`src/hw/rtl/kncal_pkg.sv`:
```
`default_nettype none

package kncal_pkg;

    localparam int SAMPLE_W = 10;
    localparam int REQ_W    = 2;
    localparam int ROW_W    = 2;
    localparam int COL_W    = 3;
    localparam int WIDE_W   = 16;
    localparam int DIV_CNT_W = $clog2(WIDE_W);

    // full scale after reset, also the minimum every entry holds after reset
    localparam logic [SAMPLE_W-1:0] FS_RESET = SAMPLE_W'(1022);

    typedef enum logic [REQ_W-1:0] {
        REQ_CLEAR  = 2'd0,
        REQ_SAMPLE = 2'd1,
        REQ_REPORT = 2'd2
    } req_t;

endpackage

`default_nettype wire

```
`src/hw/rtl/key_noise_calibrator_core.sv`:
```
`default_nettype none

// channel | direction | beat contents
// --------+-----------+------------------------------------------------------
// cfg     | in        | cfg_data: full scale reading (10 bits)
// in      | in        | req_type, key_row, key_col, sample_value
// out     | out       | rest_level, min_seen, max_seen, noise_span, snr_ratio
//
// clear and sample beats: accept, then one write of the key entry
// report beats: accept, decode, rest, numerator, 16 restoring divide steps and the output load,
// which waits while the output stalls; arithmetic on one shared 18-bit subtractor
// after reset every entry of the store is swept, in_ready stays low
// cfg beats are taken in every cycle, including during the sweep
// a finished report waits in the output register, the next item is accepted

module key_noise_calibrator_core #(
    parameter int ROWS = 4,
    parameter int COLS = 8
) (
    input  wire logic                           clk,
    input  wire logic                           rst_n,

    input  wire logic                           cfg_valid,
    output logic                                cfg_ready,
    input  wire logic [kncal_pkg::SAMPLE_W-1:0] cfg_data,

    input  wire logic                           in_valid,
    output logic                                in_ready,
    input  wire logic [kncal_pkg::REQ_W-1:0]    req_type,
    input  wire logic [kncal_pkg::ROW_W-1:0]    key_row,
    input  wire logic [kncal_pkg::COL_W-1:0]    key_col,
    input  wire logic [kncal_pkg::SAMPLE_W-1:0] sample_value,

    output logic                                out_valid,
    input  wire logic                           out_ready,
    output logic [kncal_pkg::WIDE_W-1:0]        rest_level,
    output logic [kncal_pkg::SAMPLE_W-1:0]      min_seen,
    output logic [kncal_pkg::SAMPLE_W-1:0]      max_seen,
    output logic [kncal_pkg::WIDE_W-1:0]        noise_span,
    output logic [kncal_pkg::WIDE_W-1:0]        snr_ratio
);

    import kncal_pkg::*;

    localparam int KEYS  = ROWS * COLS;
    localparam int KEY_W = (KEYS > 1) ? $clog2(KEYS) : 1;
    localparam int MEM_W = 2 * SAMPLE_W;
    localparam int SUB_W = WIDE_W + 2;

    typedef enum logic [2:0] {
        S_SWEEP,
        S_IDLE,
        S_DECODE,
        S_REST,
        S_NUMER,
        S_DIV,
        S_DONE
    } state_t;

    // entry store: min in the upper half, max in the lower half
    logic [MEM_W-1:0] mem [KEYS];
    logic [MEM_W-1:0] mem_rdata_reg;
    logic             mem_we;
    logic [KEY_W-1:0] mem_waddr;
    logic [MEM_W-1:0] mem_wdata;

    state_t                state_reg, state_next;
    logic [KEY_W-1:0]      sweep_cnt_reg, sweep_cnt_next;
    logic [SAMPLE_W-1:0]   full_scale_reg;
    logic [REQ_W-1:0]      req_reg, req_next;
    logic [KEY_W-1:0]      key_reg, key_next;
    logic [SAMPLE_W-1:0]   val_reg, val_next;
    logic [WIDE_W-1:0]     noise_reg, noise_next;
    logic [WIDE_W-1:0]     rest_reg, rest_next;
    logic [WIDE_W-1:0]     rem_reg, rem_next;
    logic [WIDE_W-1:0]     quo_reg, quo_next;
    logic [DIV_CNT_W-1:0]  div_cnt_reg, div_cnt_next;

    logic                  out_valid_reg, out_valid_next;
    logic [WIDE_W-1:0]     rest_level_reg, rest_level_next;
    logic [SAMPLE_W-1:0]   min_seen_reg, min_seen_next;
    logic [SAMPLE_W-1:0]   max_seen_reg, max_seen_next;
    logic [WIDE_W-1:0]     noise_span_reg, noise_span_next;
    logic [WIDE_W-1:0]     snr_ratio_reg, snr_ratio_next;

    // shared subtractor
    logic [SUB_W-1:0] sub_a, sub_b, sub_diff;

    logic                in_accept;
    logic                key_ok;
    logic [KEY_W-1:0]    in_key;
    logic [SAMPLE_W-1:0] cur_min, cur_max;
    logic [SAMPLE_W-1:0] new_min, new_max;
    logic [WIDE_W-1:0]   trial_lo;

    assign cfg_ready = 1'b1;
    assign in_ready  = (state_reg == S_IDLE);
    assign in_accept = in_valid && in_ready;

    assign key_ok = (int'(key_row) < ROWS) && (int'(key_col) < COLS);
    assign in_key = KEY_W'(int'(key_row) * COLS + int'(key_col));

    assign cur_min = mem_rdata_reg[MEM_W-1:SAMPLE_W];
    assign cur_max = mem_rdata_reg[SAMPLE_W-1:0];
    assign new_min = (val_reg < cur_min) ? val_reg : cur_min;
    assign new_max = (val_reg > cur_max) ? val_reg : cur_max;

    assign sub_diff = sub_a - sub_b;
    // low bits of the shifted partial remainder for one divide step
    assign trial_lo = {rem_reg[WIDE_W-2:0], quo_reg[WIDE_W-1]};

    assign out_valid  = out_valid_reg;
    assign rest_level = rest_level_reg;
    assign min_seen   = min_seen_reg;
    assign max_seen   = max_seen_reg;
    assign noise_span = noise_span_reg;
    assign snr_ratio  = snr_ratio_reg;

    // operand select for the shared subtractor
    always_comb
    begin
        sub_a = '0;
        sub_b = '0;
        unique case (state_reg)
            S_DECODE:
            begin
                // noise = max - min
                sub_a = SUB_W'(cur_max);
                sub_b = SUB_W'(cur_min);
            end
            S_REST:
            begin
                // rest = max - noise/2
                sub_a = SUB_W'(cur_max);
                sub_b = SUB_W'(noise_reg[WIDE_W-1:1]);
            end
            S_NUMER:
            begin
                // numerator = full scale - rest
                sub_a = SUB_W'(full_scale_reg);
                sub_b = SUB_W'(rest_reg);
            end
            S_DIV:
            begin
                // trial = {rem, next numerator bit} - noise
                sub_a = {1'b0, rem_reg, quo_reg[WIDE_W-1]};
                sub_b = SUB_W'(noise_reg);
            end
            default:
            begin
                sub_a = '0;
                sub_b = '0;
            end
        endcase
    end

    // sequencer
    always_comb
    begin
        state_next      = state_reg;
        sweep_cnt_next  = sweep_cnt_reg;
        req_next        = req_reg;
        key_next        = key_reg;
        val_next        = val_reg;
        noise_next      = noise_reg;
        rest_next       = rest_reg;
        rem_next        = rem_reg;
        quo_next        = quo_reg;
        div_cnt_next    = div_cnt_reg;
        rest_level_next = rest_level_reg;
        min_seen_next   = min_seen_reg;
        max_seen_next   = max_seen_reg;
        noise_span_next = noise_span_reg;
        snr_ratio_next  = snr_ratio_reg;
        out_valid_next  = out_valid_reg && !out_ready;
        mem_we          = 1'b0;
        mem_waddr       = key_reg;
        mem_wdata       = '0;

        unique case (state_reg)
            S_SWEEP:
            begin
                // reset pass: every entry to min = reset full scale, max = 0
                mem_we    = 1'b1;
                mem_waddr = sweep_cnt_reg;
                mem_wdata = {FS_RESET, SAMPLE_W'(0)};
                if (sweep_cnt_reg == KEY_W'(KEYS - 1))
                begin
                    state_next = S_IDLE;
                end
                else
                begin
                    sweep_cnt_next = sweep_cnt_reg + KEY_W'(1);
                end
            end
            S_IDLE:
            begin
                // out of range keys and the unused code are dropped here
                if (in_accept && key_ok)
                begin
                    req_next = req_type;
                    key_next = in_key;
                    val_next = sample_value;
                    unique case (req_type)
                        REQ_CLEAR, REQ_SAMPLE, REQ_REPORT: state_next = S_DECODE;
                        default:                           state_next = S_IDLE;
                    endcase
                end
            end
            S_DECODE:
            begin
                unique case (req_reg)
                    REQ_CLEAR:
                    begin
                        mem_we     = 1'b1;
                        mem_wdata  = {full_scale_reg, SAMPLE_W'(0)};
                        state_next = S_IDLE;
                    end
                    REQ_SAMPLE:
                    begin
                        mem_we     = 1'b1;
                        mem_wdata  = {new_min, new_max};
                        state_next = S_IDLE;
                    end
                    REQ_REPORT:
                    begin
                        noise_next = (sub_diff[WIDE_W-1:0] == '0) ? WIDE_W'(1)
                                                                  : sub_diff[WIDE_W-1:0];
                        state_next = S_REST;
                    end
                    default:
                    begin
                        state_next = S_IDLE;
                    end
                endcase
            end
            S_REST:
            begin
                rest_next  = sub_diff[WIDE_W-1:0];
                state_next = S_NUMER;
            end
            S_NUMER:
            begin
                quo_next     = sub_diff[WIDE_W-1:0];
                rem_next     = '0;
                div_cnt_next = '0;
                state_next   = S_DIV;
            end
            S_DIV:
            begin
                // restoring step, borrow in the top bit means the trial failed
                if (sub_diff[SUB_W-1])
                begin
                    rem_next = trial_lo;
                end
                else
                begin
                    rem_next = sub_diff[WIDE_W-1:0];
                end
                quo_next     = {quo_reg[WIDE_W-2:0], !sub_diff[SUB_W-1]};
                div_cnt_next = div_cnt_reg + DIV_CNT_W'(1);
                if (div_cnt_reg == '1)
                begin
                    state_next = S_DONE;
                end
            end
            S_DONE:
            begin
                // load the output register once it is free
                if (!out_valid_reg || out_ready)
                begin
                    out_valid_next  = 1'b1;
                    rest_level_next = rest_reg;
                    min_seen_next   = cur_min;
                    max_seen_next   = cur_max;
                    noise_span_next = noise_reg;
                    snr_ratio_next  = quo_reg;
                    state_next      = S_IDLE;
                end
            end
            default:
            begin
                state_next = S_IDLE;
            end
        endcase
    end

    always_ff @(posedge clk or negedge rst_n)
    begin
        if (!rst_n)
        begin
            state_reg      <= S_SWEEP;
            sweep_cnt_reg  <= '0;
            full_scale_reg <= FS_RESET;
            req_reg        <= '0;
            key_reg        <= '0;
            val_reg        <= '0;
            noise_reg      <= '0;
            rest_reg       <= '0;
            rem_reg        <= '0;
            quo_reg        <= '0;
            div_cnt_reg    <= '0;
            out_valid_reg  <= 1'b0;
            rest_level_reg <= '0;
            min_seen_reg   <= '0;
            max_seen_reg   <= '0;
            noise_span_reg <= '0;
            snr_ratio_reg  <= '0;
        end
        else
        begin
            state_reg      <= state_next;
            sweep_cnt_reg  <= sweep_cnt_next;
            if (cfg_valid && cfg_ready)
            begin
                full_scale_reg <= cfg_data;
            end
            req_reg        <= req_next;
            key_reg        <= key_next;
            val_reg        <= val_next;
            noise_reg      <= noise_next;
            rest_reg       <= rest_next;
            rem_reg        <= rem_next;
            quo_reg        <= quo_next;
            div_cnt_reg    <= div_cnt_next;
            out_valid_reg  <= out_valid_next;
            rest_level_reg <= rest_level_next;
            min_seen_reg   <= min_seen_next;
            max_seen_reg   <= max_seen_next;
            noise_span_reg <= noise_span_next;
            snr_ratio_reg  <= snr_ratio_next;
        end
    end

    // entry store, one write and one registered read port
    always_ff @(posedge clk)
    begin
        if (mem_we)
        begin
            mem[mem_waddr] <= mem_wdata;
        end
        if (in_accept)
        begin
            mem_rdata_reg <= mem[in_key];
        end
    end

    // no item is taken while the reset pass runs
    a_sweep_blocks_input: assert property (@(posedge clk) disable iff (!rst_n)
        (state_reg == S_SWEEP) |-> !in_ready)
        else $error("input taken during store sweep");

    // noise is never zero on a delivered result
    a_noise_nonzero: assert property (@(posedge clk) disable iff (!rst_n)
        out_valid |-> (noise_span != '0))
        else $error("zero noise span delivered");

    // rest level agrees with max and noise on every delivered result
    a_rest_consistent: assert property (@(posedge clk) disable iff (!rst_n)
        out_valid |-> (rest_level == WIDE_W'(WIDE_W'(max_seen) - (noise_span >> 1))))
        else $error("rest level inconsistent with max and noise");

    // the last divide step always hands over to the output stage
    a_div_ends: assert property (@(posedge clk) disable iff (!rst_n)
        (state_reg == S_DIV && div_cnt_reg == '1) |=> (state_reg == S_DONE))
        else $error("divide did not finish after its last step");

endmodule

`default_nettype wire

```
`config.mk`:
```
export PLATFORM = sky130hd
export DESIGN_NAME = key_noise_calibrator_core
export DESIGN_NICKNAME = d
export VERILOG_FILES = /design/src/hw/rtl/kncal_pkg.sv /design/src/hw/rtl/key_noise_calibrator_core.sv
export SDC_FILE = /design/constraint.sdc
export NUM_CORES = 1
export LEC_CHECK = 0
export BUFFER_PORTS_ARGS = -buffer_cell sky130_fd_sc_hd__buf_2
export CORE_MARGIN = 2
export CORE_UTILIZATION = 55
export CTS_CLUSTER_SIZE = 12
export DETAILED_ROUTE_END_ITERATION = 7
export GPL_TIMING_DRIVEN = 1
export PLACE_DENSITY = 0.72
export SLEW_MARGIN = 20
export SYNTH_ARGS = -nofsm -noshare
export SYNTH_HDL_FRONTEND = slang
export SYNTH_SLANG_ARGS = --single-unit
export TNS_END_PERCENT = 100
```
`constraint.sdc`:
```
create_clock -name clk -period 7.9 [get_ports clk]
set_input_delay 0 -clock clk [delete_from_list [all_inputs] [get_ports clk]]
set_output_delay 0 -clock clk [all_outputs]
set_load 0.01 [all_outputs]
```
Word-level counts from Yosys, hierarchy flattened

Memories as Yosys holds them, arrays and structs flattened. A register that Yosys moved wholly into a read port is not among the register bits.
Cells that the tools add are included.

Output and inout bits: 71
Word-level logic and storage cells: 85
Memories kept: 1
Flip-flop bits (word level): 172
Latch bits: 0
Bits in writable memories: 640
Memory bits (read-only): 0

Memories:

| memory | depth | width | read ports | clocked after Yosys merged registers in | write ports | RTL line                        | source |
|---|---|---|---|---|---|---|---|
| mem    | 32    | 20    | 1          | 1                                       | 1           | key_noise_calibrator_core.sv:61 | `logic [MEM_W-1:0] mem [KEYS];` |

Add/sub/neg operators: 4
Divide/modulo/power cells: 0
Mux-type cells: 25
Eq/ne operators: 16
$mul: 0
Bitwise operators: 1
Reductions and logical operators: 19
Shift-type cells: 0
$lt $le $gt $ge: 2

Operators by type and width:

| cell                | count |
|---|---|
| $pmux 20 s2         | 2 |
| $pmux 16 s2         | 2 |
| $pmux 16 s4         | 1 |
| $pmux 17 s3         | 1 |
| $mux 16             | 2 |
| $pmux 3 s7          | 1 |
| $mux 10             | 2 |
| $sub 18x18->18      | 1 |
| $logic_not 16->1    | 1 |
| $mux 3              | 4 |
| $gt 10x10->1        | 1 |
| $lt 10x10->1        | 1 |
| $eq 3x3->1 const B  | 3 |
| $pmux 4 s2          | 1 |
| $reduce_and 2->1    | 4 |
| $eq 3x2->1 const B  | 2 |
| $ne 2x2->1 const B  | 3 |
| $add 5x1->5 const B | 1 |
| $add 5x3->5         | 1 |
| $eq 5x5->1 const B  | 1 |
| $mux 1              | 5 |
| $mux 5              | 1 |
| $add 4x1->4 const B | 1 |
| $eq 2x1->1 const B  | 2 |
| other kinds (16)    | 23 |

Depth between registers and ports, before layout

Depth in word-level cells: 6
Gate-level depth with buffers: 16
Gate-level depth less buffers: 13

Worst setup path after synthesis

No wires, ideal clock.

Path kind: register -> register
From: register state_reg[0]
To: register noise_reg[0]
Stages on the path, launching flop included: 15
Path slack: 4.285 ns
Path buffers: 3
Required time: 7.808 ns
Library setup time: 0.092 ns
Arrival: 3.523 ns
Clock period less this slack: 3.615 ns
Cells stage by stage: dfrtp_1 > clkbuf_1 > clkbuf_1 > clkbuf_1 > a21oi_1 > ha_1 > fa_1 > nand2b_1 > a21o_1 > a2111o_1 > nand3_1 > a21oi_1 > xor2_1 > nand2_1 > o31ai_2

Longest elaborated chain between the ends: 6
Elaborated cells on any way between the ends: 11
Those cells by class: add/sub (1); eq/ne (4); mux (3); reduce/logical (3)

RTL lines:

| element                          | RTL line                                                           | source |
|---|---|---|
| from (decl)                      | key_noise_calibrator_core.sv:67                                    | `state_t state_reg, state_next;` |
| from (signal assigned)           | key_noise_calibrator_core.sv:312                                   | `state_reg <= state_next;` |
| $eq 3x2->1 (on tied branches)    | key_noise_calibrator_core.sv:124, key_noise_calibrator_core.sv:180 |  |
| $reduce_or 2->1 (no source line) | --                                                                 |  |
| $pmux 17 s3                      | key_noise_calibrator_core.sv:124                                   | `unique case (state_reg)` |
| $sub 18x18->18                   | key_noise_calibrator_core.sv:108                                   | `assign sub_diff = sub_a - sub_b;` |
| $logic_not 16->1                 | key_noise_calibrator_core.sv:227                                   | `noise_next = (sub_diff[WIDE_W-1:0] == '0) ? WIDE_W'(1)` |
| $mux 16                          | key_noise_calibrator_core.sv:227                                   |  |
| to (signal assigned)             | key_noise_calibrator_core.sv:321                                   | `noise_reg <= noise_next;` |
| to (decl)                        | key_noise_calibrator_core.sv:73                                    | `logic [WIDE_W-1:0] noise_reg, noise_next;` |

Parallel ways exist; a longest one is shown, timed or not.
A chain may end at the register's enable or synchronous reset.

Worst setup path after layout

From: register state_reg[2]
To: register rem_reg[14]

Longest elaborated chain between the ends: 6
Elaborated cells on any way between the ends: 11
Those cells by class: add/sub (1); eq/ne (4); mux (4); reduce/logical (2)

RTL lines:

| element                          | RTL line                         | source |
|---|---|---|
| $eq 3x2->1                       | key_noise_calibrator_core.sv:124 |  |
| $reduce_or 2->1 (no source line) | --                               |  |
| $pmux 17 s3                      | key_noise_calibrator_core.sv:124 |  |
| $sub 18x18->18                   | key_noise_calibrator_core.sv:108 |  |
| $mux 16                          | key_noise_calibrator_core.sv:252 | `if (sub_diff[SUB_W-1])` |
| $pmux 16 s2                      | key_noise_calibrator_core.sv:180 | `unique case (state_reg)` |
| to (signal assigned)             | key_noise_calibrator_core.sv:323 | `rem_reg <= rem_next;` |
| to (decl)                        | key_noise_calibrator_core.sv:75  | `logic [WIDE_W-1:0] rem_reg, rem_next;` |

Parallel ways exist; a longest one is shown, timed or not.

==> results.md <==
- Status: finished, final reports clean
- Setup crit start kind: flop
- Least-Margin Pin Slew: 1.11 ns
- Final GP Congestion: 0.934
- Setup TNS: 0 ns
- Post-CTS Setup Bufs: 0
- Final hold viol count: 0
- Via count: 18500
- CP required: 8.39 ns
- RSZ-0062 raised after global routing: false
- Clock Latency Late Sink: 0.65 ns
- Final setup vio count: 0
- Combined area of the multi-input logic cells: 10100 um2
- FF-to-FF End: rem_reg[14]$_DFFE_PN0N_
- CP max stage cell: nand2_1
- Cell Pwr Density: 361 nW/um2
- Post-Syn Area: 34500 um2
- Critical Path Most Common Cell: nand2_1
- Antenna Violating Nets Remaining: 0
- Max-slew violation count: 0
- Syn_area_per_cell: 18.0 um2
- CTS clk-pin slew, worst paths: 0.06 ns
- Commonest non-fill, non-tap cells in the layout: edfxtp_1 (660), mux4_2 (200), dfrtp_1 (162)
- Critical path arrival: 5.16 ns
- Port bufs: 101
- Normalized max-slew margin: 0.258
- Filler instances: 4289
- Switch Pwr: 4.86 mW
- Sw Share: 0.344
- WL/cell: 28.5 um
- Sequential cell area: 24100 um2
- Drt pass-1 iters: 8
- Largest net degree at the start of global routing: 104
- Clk_skew: 0.0515 ns
- Die area: 64700 um2
- Fin crit period: 4.68 ns
- Static Leakage: 14.0 nW
- Yosys reg bits: 832
- Clk sinks: 832
- Cells after Synth: 1916
- Gate power share: 0.301
- Maximum VDD drop: 0.326 mV
- DR vias/cell: 6.25
- CTS H-tree lvls: 3
- Final period utilization: 0.592
- Clk buf depth: 3
- Hold crit path type: primary input to asynchronous set/reset pin
- # placed instances: 2780
- Synth Warn #: 0
- Initial Utilization: 0.557
- Die height: 254 um
- Layout Cells excl Fill: 2962
- IO Pins: 103
- Power share of the clock group: 0.269
- CP Class: flop to flop
- Gr usage total: 0.269
- FF-to-FF path depth: 13
- CP cell instances: nor2b_2 > buf_4 > and2_1 > a221oi_1 > ha_1 > nand4_1 > nor4_1 > a22oi_1 > o2111ai_1 > nand2_1 > nand2_1 > o21ai_1 > a22o_1
- Antenna diodes: 0
- Grt total ovfl: 0
- Internal: 9.26 mW
- Inserted Clock Buffers: 85
- Part of the power in registers: 0.430
- Drc violations: 0
- Wirelength, routed: 84500 um
- First-pass GRT wire length: 124000 um
- Proportion of layout cells with a drive suffix above 1: 0.293
- TritonCTS clock tree: yes
- Syn Nets: 1988
- Setup crit end kind: flop
- CP peak stage delay: 0.57 ns
- EDFF count, synth: 660
- Rows: 91
- Root buf cell: clkbuf_16
- Number of antenna violations at the first check in global routing: 0
- Core area: 61800 um2
- Synthesis-to-layout area growth: 13.5%
- Vias in the first global route: 19000
- Share of synthesized registers carrying an async set or reset: 0.207
- Crit Path Max Fanout: 33
- Fmax: 214 MHz
- Flop2flop setup slack: 3.22 ns
- Resize count post-CTS: 0
- Hold_buf cts: 35
- Yosys cell types: 55
- Die span in x: 254 um
- Max reg flops: 640
- Layout Nets: 2138
- Max-Cap Viols: 0
- Top FF cell, synth: edfxtp_1
- Post-detail-place hpwl: 50400 um
- Seq/Total Area, Yosys: 0.700
- Initial detailed-routing violation count: 1840
- Commonest non-fill, non-tap cell in the layout: edfxtp_1
- RR Startpoint: state_reg[2]$_DFFE_PN0P_
routing by layer:
metal	part of all wire	wire length [um]	global-route usage	vias to the layer above
li1	-	-	-	7942
met1	0.39	32900	0.363	9603
met2	0.50	42500	0.449	791
met3	0.068	5780	0.0392	167
met4	0.040	3340	0.105	0
met5	0	0	0	-
cells by family after synthesis:
group | share of synthesized area
simple gates | 0.0386
mux | 0.181
fa+ha+maj | 0.0147
xor+xnor | 0.00407
buf+inv | 0.0174
other cells | 0.000109
compound gates | 0.0438
flops | 0.700
cells in the mapped netlist, types with 9 or more instances:
cell type,count,area share
a21o_1,18,0.0039
a21oi_1,39,0.0057
a221oi_1,10,0.0025
a22oi_1,19,0.0041
a31oi_1,12,0.0022
and3_1,10,0.0018
buf_2,18,0.0026
buf_6,10,0.0033
clkbuf_1,67,0.0073
dfrtp_1,163,0.12
dfstp_2,9,0.0069
edfxtp_1,660,0.58
ha_1,39,0.014
inv_1,29,0.0032
mux2_2,120,0.039
mux2i_1,38,0.011
mux4_2,200,0.13
nand2_1,114,0.012
nand3_1,11,0.0016
nor2_1,102,0.011
nor3_1,11,0.0016
o211ai_1,15,0.0033
o21ai_0,47,0.0068
o21ai_1,27,0.0039
o221ai_1,9,0.0023
or3_1,17,0.0031
worst max-delay path by stage:
stage | start | endpoint | slack [ns] | depth (start not counted)
final | state_reg[2]$_DFFE_PN0P_ | rem_reg[14]$_DFFE_PN0N_ | 3.22 | 13
after global routing | state_reg[2]$_DFFE_PN0P_ | rem_reg[0]$_DFFE_PN0N_ | 2.86 | 13
after CTS | state_reg[2]$_DFFE_PN0P_ | rem_reg[14]$_DFFE_PN0N_ | 3.36 | 13
after detailed placement | state_reg[2]$_DFFE_PN0P_ | rem_reg[14]$_DFFE_PN0N_ | 3.41 | 13
after global placement | state_reg[2]$_DFFE_PN0P_ | rem_reg[13]$_DFFE_PN0N_ | 3.44 | 13
after floorplan | state_reg[0]$_DFFE_PN0P_ | noise_reg[0]$_DFFE_PN0P_ | 4.29 | 14
stage by stage:
stage               total power [mW]  area [um2]  hold WS (ns)  utilization  worst slack (ns)
global route                    14.8       39100        0.0487        0.633              2.86
global placement                10.2       36100         0.154        0.583              3.44
floorplan                       8.66       34500        -0.296            -              4.29
finish                          14.1       39100        0.0352        0.633              3.22
CTS                             14.1       39100        0.0295        0.632              3.36
detailed placement              10.3       36100         0.172        0.584              3.41
critical path: cells and delay by family (launching register included):
family / cells / cell delay [ns]
AND/OR/NAND/NOR: 6 / 2.16
AO/OA/AOI/OAI: 5 / 1.00
flip-flops: 1 / 0.55
adder cells (fa/ha/maj): 1 / 0.45
buffers and inverters: 1 / 0.35
cell type report:
cell class,instances,share of cell area
multi-input cells,951,0.257
repair buffers,167,0.0290
inverters,29,0.00278
clock inverters,23,0.00761
clock buffers,123,0.0596
flip-flops and latches,832,0.617
well taps,837,0.0268
power by group through the flow:
stage / registers (mW) / clock network [mW] / logic (mW)
5_1_grt: 6.13 / 4.03 / 4.60
3_3_place_gp: 6.13 / 0 / 4.08
6_report: 6.08 / 3.80 / 4.25
3_5_place_dp: 6.15 / 0 / 4.20
4_1_cts: 6.06 / 3.86 / 4.23
2_1_floorplan: 5.98 / 0 / 2.68
No activity file was read; power rests on OpenSTA's default activity.
